$ cat src/rtl/assert_macros.svh
// assertion helpers for the rtl folder
`ifndef ASSERT_MACROS_SVH
`define ASSERT_MACROS_SVH

`ifndef ASSERT_OFF
`define ASSERT_HOLDS(lbl, clk, rst, prop) \
   lbl: assert property (@(posedge clk) disable iff (rst) (prop)) \
      else $error("assertion failed");
`define ASSERT_NEVER(lbl, clk, rst, prop) \
   lbl: assert property (@(posedge clk) disable iff (rst) not (prop)) \
      else $error("forbidden condition seen");
`else
`define ASSERT_HOLDS(lbl, clk, rst, prop)
`define ASSERT_NEVER(lbl, clk, rst, prop)
`endif

`endif

$ cat src/rtl/kci_pkg.sv
package kci_pkg;

   localparam int VAL_W     = 32;
   localparam int POS_W     = 16;
   localparam int MODE_W    = 2;
   localparam int PSQ_W     = 2 * POS_W - 1;
   localparam int PCU_W     = PSQ_W + POS_W;
   localparam int WGT_W     = 48;
   localparam int HALF_W    = 24;
   localparam int PROD_W    = 57;
   localparam int SUM_W     = 59;
   localparam int TOT_W     = 84;
   localparam int ONE_SHIFT = 45;
   localparam int LIN_SHIFT = 30;
   localparam int SQ_SHIFT  = 15;
   localparam int RND_W     = TOT_W - ONE_SHIFT;

   localparam logic [POS_W-1:0] POS_ONE = POS_W'(32768);

   typedef logic signed [VAL_W-1:0] val_type;
   typedef logic signed [WGT_W-1:0] wgt_type;

   localparam val_type VAL_MAX = {1'b0, {(VAL_W-1){1'b1}}};
   localparam val_type VAL_MIN = {1'b1, {(VAL_W-1){1'b0}}};

   typedef enum logic [MODE_W-1:0] {
      MODE_HOLD    = 2'd0,
      MODE_LINEAR  = 2'd1,
      MODE_HERMITE = 2'd2,
      MODE_BEZIER  = 2'd3
   } mode_type;

   typedef struct packed {
      logic                valid;
      val_type       [3:0] vals;
      wgt_type       [3:0] wgts;
   } wgt_stage_type;

   typedef struct packed {
      logic                    valid;
      logic signed [SUM_W-1:0] hi;
      logic signed [SUM_W-1:0] lo;
   } sum_stage_type;

endpackage

$ cat src/rtl/kci_basis.sv
module kci_basis (
   input  logic                        clock,
   input  logic                        reset,
   input  logic                        advance,
   input  logic                        in_valid,
   input  kci_pkg::val_type            start_value,
   input  kci_pkg::val_type            out_tangent,
   input  kci_pkg::val_type            in_tangent,
   input  kci_pkg::val_type            end_value,
   input  logic [kci_pkg::POS_W-1:0]   position,
   input  logic [kci_pkg::MODE_W-1:0]  curve_mode,
   output kci_pkg::wgt_stage_type      wgt_out
);
   import kci_pkg::*;

   logic                    s1_valid_ff;
   val_type           [3:0] s1_vals_ff;
   logic [POS_W-1:0]        s1_pos_ff;
   logic [PSQ_W-1:0]        s1_psq_ff;
   mode_type                s1_mode_ff;

   logic                    s2_valid_ff;
   val_type           [3:0] s2_vals_ff;
   logic [POS_W-1:0]        s2_pos_ff;
   logic [PSQ_W-1:0]        s2_psq_ff;
   wgt_type                 s2_pcu_ff;
   mode_type                s2_mode_ff;

   wgt_stage_type           s3_ff;
   wgt_stage_type           s3_in;

   logic [POS_W-1:0]        pos_clamp;
   logic [2*POS_W-1:0]      psq_full;
   logic [PCU_W-1:0]        pcu_full;
   wgt_type                 t_one;
   wgt_type                 t_lin;
   wgt_type                 t_sq;
   wgt_type                 t_cu;

   // stage 1: clamp t and square it
   assign pos_clamp = (position > POS_ONE) ? POS_ONE : position;
   assign psq_full  = pos_clamp * pos_clamp;

   // stage 2: cube
   assign pcu_full  = s1_psq_ff * s1_pos_ff;

   always_ff @(posedge clock) begin
      if (reset) begin
         s1_valid_ff <= 1'b0;
         s2_valid_ff <= 1'b0;
         s3_ff.valid <= 1'b0;
      end else if (advance) begin
         s1_valid_ff <= in_valid;
         s1_vals_ff  <= {end_value, in_tangent, out_tangent, start_value};
         s1_pos_ff   <= pos_clamp;
         s1_psq_ff   <= psq_full[PSQ_W-1:0];
         s1_mode_ff  <= mode_type'(curve_mode);

         s2_valid_ff <= s1_valid_ff;
         s2_vals_ff  <= s1_vals_ff;
         s2_pos_ff   <= s1_pos_ff;
         s2_psq_ff   <= s1_psq_ff;
         s2_pcu_ff   <= wgt_type'(pcu_full);
         s2_mode_ff  <= s1_mode_ff;

         s3_ff       <= s3_in;
      end
   end

   // stage 3: basis weights in units of 2^-45
   assign t_one = wgt_type'(1) <<< ONE_SHIFT;
   assign t_lin = wgt_type'({s2_pos_ff, {LIN_SHIFT{1'b0}}});
   assign t_sq  = wgt_type'({s2_psq_ff, {SQ_SHIFT{1'b0}}});
   assign t_cu  = s2_pcu_ff;

   always_comb begin
      s3_in.valid = s2_valid_ff;
      s3_in.vals  = s2_vals_ff;
      case (s2_mode_ff)
         MODE_LINEAR: begin
            s3_in.wgts[0] = t_one - t_lin;
            s3_in.wgts[1] = '0;
            s3_in.wgts[2] = '0;
            s3_in.wgts[3] = t_lin;
         end
         MODE_HERMITE: begin
            s3_in.wgts[0] = (t_cu <<< 1) - (t_sq <<< 1) - t_sq + t_one;
            s3_in.wgts[1] = t_cu - (t_sq <<< 1) + t_lin;
            s3_in.wgts[2] = t_cu - t_sq;
            s3_in.wgts[3] = (t_sq <<< 1) + t_sq - (t_cu <<< 1);
         end
         MODE_BEZIER: begin
            s3_in.wgts[0] = t_one - (t_lin <<< 1) - t_lin + (t_sq <<< 1) + t_sq - t_cu;
            s3_in.wgts[1] = (t_lin <<< 1) + t_lin - (t_sq <<< 2) - (t_sq <<< 1)
                            + (t_cu <<< 1) + t_cu;
            s3_in.wgts[2] = (t_sq <<< 1) + t_sq - (t_cu <<< 1) - t_cu;
            s3_in.wgts[3] = t_cu;
         end
         default: begin
            s3_in.wgts[0] = t_one;
            s3_in.wgts[1] = '0;
            s3_in.wgts[2] = '0;
            s3_in.wgts[3] = '0;
         end
      endcase
   end

   assign wgt_out = s3_ff;

endmodule

$ cat config.mk
export PLATFORM = sky130hd
export DESIGN_NAME = kci_basis
export DESIGN_NICKNAME = d
export VERILOG_FILES = /design/src/rtl/assert_macros.svh /design/src/rtl/kci_pkg.sv /design/src/rtl/kci_basis.sv
export SDC_FILE = /design/constraint.sdc
export NUM_CORES = 2
export LEC_CHECK = 0
export BUFFER_PORTS_ARGS = -buffer_cell sky130_fd_sc_hd__buf_4
export CAP_MARGIN = 20
export CELL_PAD_IN_SITES_DETAIL_PLACEMENT = 0
export CELL_PAD_IN_SITES_GLOBAL_PLACEMENT = 1
export CORE_UTILIZATION = 54
export DETAILED_ROUTE_END_ITERATION = 10
export PLACE_DENSITY_LB_ADDON = 0.1
export SKIP_LAST_GASP = 1
export SLEW_MARGIN = 10
export SYNTH_ARGS = -nofsm -noshare
export SYNTH_HDL_FRONTEND = slang
export SYNTH_SLANG_ARGS = --single-unit
$ cat constraint.sdc
create_clock -name clock -period 68.7 [get_ports clock]
set_clock_uncertainty 0.1 [all_clocks]
set_input_delay 3.435 -clock clock [delete_from_list [all_inputs] [get_ports clock]]
set_output_delay 3.435 -clock clock [all_outputs]
set_load 0.005 [all_outputs]
Word-level counts from Yosys, hierarchy flattened
Index checks and enable logic that the tools add are counted.
W data, S select, Z words.
{"block": "op_classes", "addsub": 20, "mul": 2, "n_lt_le_gt_ge": 1, "n_eq_ne": 3, "muxes": 2, "bitwise": 1, "n_reduce_logical": 1}
{"operator": "$pmux W192 S3", "count": 1}
{"operator": "$sub A48 B48 Y48", "count": 6}
{"operator": "$add A48 B48 Y48", "count": 3}
{"operator": "$add A47 B46 Y48", "count": 2}
{"operator": "$add A48 B47 Y48", "count": 2}
{"operator": "$sub A48 B47 Y48", "count": 2}
{"operator": "$add A48 B47 Y48 const B", "count": 1}
{"operator": "$sub A46 B47 Y48 const A", "count": 1}
{"operator": "$sub A47 B46 Y48", "count": 1}
{"operator": "$sub A47 B47 Y48", "count": 1}
{"operator": "$mul A31 B16 Y47", "count": 1}
{"operator": "$sub A46 B46 Y47 const A", "count": 1}
{"operator": "$mul A16 B16 Y31", "count": 1}
{"operator": "$gt A16 B16 Y1 const B", "count": 1}
{"operator": "$mux W16", "count": 1}
{"operator": "$eq A2 B2 Y1 const B", "count": 2}
{"operator": "$eq A2 B1 Y1 const B", "count": 1}
{"operator": "$reduce_and A2 Y1", "count": 1}
{"operator": "$not A1 Y1", "count": 1}
{"block": "word_totals", "reg_bits": 724, "input_bits": 150, "out_inout_bits": 321, "elab_cells": 56}

Depth between registers and ports, before layout
{"block": "logic_depth", "ltp_word": 6, "mapped_depth": 31, "depth_no_buf": 29}

Worst setup path after synthesis
OpenSTA, ideal clock, no wires.
{"block": "synth_timing", "path_kind": "input -> register", "start": "input reset", "end": "register s1_mode_ff[0], enable pin", "setup_time_ps": 1908, "arrival_ps": 34928, "required_ps": 66692, "path_slack_ps": 31764, "path_stages": 1, "path_buffers": 0, "path_cell_list": "nor2b_1"}
{"block": "synth_between", "elab_chain_len": 2}
{"element": "start, declared", "line_no": "kci_basis.sv:3", "rtl": "input logic reset,"}
{"element": "$not A1 Y1 (no source line)"}
{"element": "$reduce_and A2 Y1 (no source line)"}
{"element": "end signal, assigned", "line_no": "kci_basis.sv:57", "rtl": "s1_mode_ff <= mode_type'(curve_mode);"}
{"element": "end, declared", "line_no": "kci_basis.sv:20", "rtl": "mode_type s1_mode_ff;"}
Every way passes these cells.
A chain may end at the register's enable or synchronous reset.

Worst setup path after layout
{"block": "layout_timing", "start": "input position[8] (netlist bit)", "end": "register s1_psq_ff[29], data pin"}
{"block": "layout_between", "elab_chain_len": 3}
{"element": "start, declared", "line_no": "kci_basis.sv:10", "rtl": "input logic [kci_pkg::POS_W-1:0] position,"}
{"element": "$gt A16 B16 Y1", "line_no": "kci_basis.sv:41", "rtl": "assign pos_clamp = (position > POS_ONE) ? POS_ONE : position;"}
{"element": "$mux W16 *", "line_no": "kci_basis.sv:41"}
{"element": "$mul A16 B16 Y31 *", "line_no": "kci_basis.sv:42", "rtl": "assign psq_full = pos_clamp * pos_clamp;"}
{"element": "via psq_full[29]", "line_no": "kci_basis.sv:33", "rtl": "logic [2*POS_W-1:0] psq_full;"}
{"element": "end signal, assigned", "line_no": "kci_basis.sv:56", "rtl": "s1_psq_ff <= psq_full[PSQ_W-1:0];"}
{"element": "end, declared", "line_no": "kci_basis.sv:19", "rtl": "logic [PSQ_W-1:0] s1_psq_ff;"}
Mark *: on every way through the listed nets, which the timed path passes. The rest lies on a longest branch.

==> results.sh <==
export IMPL_fp_dieW_um=360.0
export IMPL_period_minus_slack_ns=10.61
export IMPL_whs_ns=0.3007
export IMPL_max_freq_mhz=94.29
export IMPL_cp_top_family="adder cells"
export IMPL_rows=130
export IMPL_syn_inst=6671
export IMPL_fin_area_mm2=0.07697
export IMPL_track_usage_pct=28.53
export IMPL_final_cells=8806
export IMPL_synth_edff_count=714
export IMPL_placed_area_mm2=0.07460
export IMPL_drt_initial_drc_count=3603
export IMPL_vias=49265
export IMPL_synth_yosys_seq_area_share_pct=31.07
export IMPL_drc=0
export IMPL_drt_wl_total_mm=184.3
export IMPL_synthesis_area_mm2=0.06919
export IMPL_max_stage_delay_ns=0.85
export IMPL_cts_sinks=717
export IMPL_die_area_mm2=0.1296
export IMPL_period_share_pct=15.44
export IMPL_initial_core_util_pct=54.75
export IMPL_cp_buffers_inverters=4
export IMPL_synth_distinct_cells=102
export IMPL_finalWeightedCongestion=0.9300
export IMPL_core_area_mm2=0.1264
export IMPL_grt_pass1_vias=49815
export IMPL_setup_viol=0
export IMPL_routedWlPerCell_um=20.92
export IMPL_cp_max_fo=12
export IMPL_antenna_found_initial=5
export IMPL_numCtsBuffers=76
export IMPL_arrival_ns=10.92
export IMPL_hold_class="reg -> reg"
export IMPL_async_reset_ff_share_pct=0
export IMPL_drive_gt1_share_pct=10.12
export IMPL_vias_per_cell=5.594
export IMPL_rsz0062_at_grt="no"
export IMPL_startpoint_type="input port"
export IMPL_ios=471
export IMPL_drtAntennaViolNets=0
export IMPL_insertion_delay_ns=0.69
export IMPL_grt_pass1_wl_mm=284.9
export IMPL_critPathKind="in -> reg"
export IMPL_hold_viol=0
export IMPL_yosysWarnings=0
export IMPL_required_ns=69.01
export IMPL_path_common_cell="fa_1"
export IMPL_finalMaxSlewViolations=0
export IMPL_cts_tree="yes"
export IMPL_maxCapViolCount=0
export IMPL_tightest_slew_ns=1.085
export IMPL_post_cts_buffers=0
export IMPL_port_buffers=470
export IMPL_cts_max_path_buffers=3
export IMPL_htree_levels=3
export IMPL_overflow=0
export IMPL_cts_hold_fix_buffers=0
export IMPL_hpwl_mm=144.6
export IMPL_cp_slowest_cell="nor2b_1"
export IMPL_drtPass1Iterations=6
export IMPL_syn_avg_cell_area_um2=10.37
export IMPL_grt_max_degree=128
export IMPL_die_height_um=360.0
export IMPL_nFillCells=10706
export IMPL_dp_cells=8671
export IMPL_slew_headroom_pct=26.88
export IMPL_tns_ns=0
export IMPL_area_growth_synth_to_final_pct=11.24
export IMPL_layout_nets=8709
export IMPL_cts_resized=0
export IMPL_synth_seq_cells=717
export IMPL_outcome="finished, final reports clean"
export IMPL_path_clk_slew_ns=0.06
export IMPL_synthFlopType="edfxtp_1"
export IMPL_critPathCaptureType="register"
export IMPL_cts_root_buffer="clkbuf_16"
## sequential cells by signal, summed over array words and instances, names as in the netlist
name,count
s1_valid_ff,1
s2_pos_ff,16
s1_mode_ff,2
s2_mode_ff,2
s1_pos_ff,16
s2_valid_ff,1
s2_psq_ff,29
s1_psq_ff,29
wgt_out,319
s1_vals_ff,128
s2_vals_ff,128
s2_pcu_ff,46
## per-layer routing
layer / vias up / GRT usage (%) / wire length (µm)
li1: 23031 / - / -
met1: 24318 / 40.84 / 83230
met2: 1643 / 45.40 / 83900
met3: 271 / 4.036 / 12210
met4: 2 / 8.019 / 4912
met5: - / 0 / 9
## area by class of cell
type | instances | area (µm²) | area share (%)
diodes | 1 | 2.502 | 0.003251
inverters | 1108 | 4163 | 5.408
repair buffers | 552 | 4156 | 5.400
well taps | 1650 | 2064 | 2.682
flip-flops and latches | 717 | 21500 | 27.93
clock buffers | 98 | 1984 | 2.578
clock inverters | 36 | 379.1 | 0.4926
multi-input cells | 4644 | 42720 | 55.50
## stage by stage
stage                     util (%)  worst slack, ns
after global placement       59.03            57.54
after CTS                    60.90            58.14
after detailed placement     59.03            57.41
final                        60.90            58.09
after floorplan                  -            31.76
after global routing         60.90            57.54
## logic make-up (layout without fill, tap and decap cells)
logic type / Yosys count / count (layout) / share of synthesized area [%]
and+or+nand+nor: 1549 / 1549 / 10.50
adders and majority gates: 1460 / 1460 / 34.54
buffers and inverters: 1335 / 1794 / 7.351
AOI/OAI and AO/OA: 1207 / 1207 / 11.36
DFF: 717 / 717 / 31.07
xor gates and xnor gates: 352 / 352 / 4.456
muxes: 49 / 49 / 0.7125
other: 2 / 28 / 0.01085
## synth_stat cells (21+ instances only)
| cell type | n | area share [%] |
|---|---|---|
| o21a_1 | 33 | 0.36 |
| fa_1 | 750 | 22 |
| xor2_1 | 97 | 1.2 |
| a21o_1 | 199 | 2.2 |
| nand2_1 | 657 | 3.6 |
| o21ai_0 | 188 | 1.4 |
| inv_1 | 1108 | 6.0 |
| a31oi_1 | 40 | 0.36 |
| a21oi_1 | 415 | 3.0 |
| nor2_1 | 288 | 1.6 |
| nand2b_1 | 30 | 0.27 |
| xnor2_1 | 255 | 3.2 |
| nor2b_1 | 59 | 0.53 |
| ha_1 | 710 | 13 |
| nor3_1 | 46 | 0.33 |
| edfxtp_1 | 714 | 31 |
| nand3_1 | 78 | 0.56 |
| and3_1 | 41 | 0.37 |
| o22ai_1 | 26 | 0.24 |
| a211oi_1 | 36 | 0.39 |
| o31ai_1 | 21 | 0.23 |
| clkbuf_1 | 203 | 1.1 |
| mux2i_1 | 47 | 0.68 |
| nand4_1 | 48 | 0.43 |
| o21bai_1 | 45 | 0.49 |
| and2_1 | 219 | 2.0 |
## layout by cell type (no fill, tap or decap), types with 47 or more instances in the layout
master     count
a21o_1       199
a21oi_1      415
and2_1       219
buf_4        551
clkbuf_16     76
edfxtp_1     714
fa_1         750
ha_1         710
inv_1       1106
mux2i_1       47
nand2_1      655
nand3_1       78
nand4_1       48
nor2_1       287
nor2b_1       58
o21ai_0      188
xnor2_1      255
xor2_1        97
## path summary, 6_finish.rpt
| kind | from | end | slack (ns) | cells past startpoint |
|---|---|---|---|---|
| worst max-delay path | position[8] | s1_psq_ff[29] | 58.09 | 25 |
| worst min-delay path | s2_vals_ff[45] | wgt_out[237] | 0.30 | 0 |
| worst max register to register | s1_psq_ff[9] | s2_pcu_ff[45] | 60.63 | 25 |
| worst min register to register | s2_vals_ff[45] | wgt_out[237] | 0.30 | 0 |
Power is not shown: default switching activity piles up to over one toggle a cycle in this logic, so the estimate is an artifact.
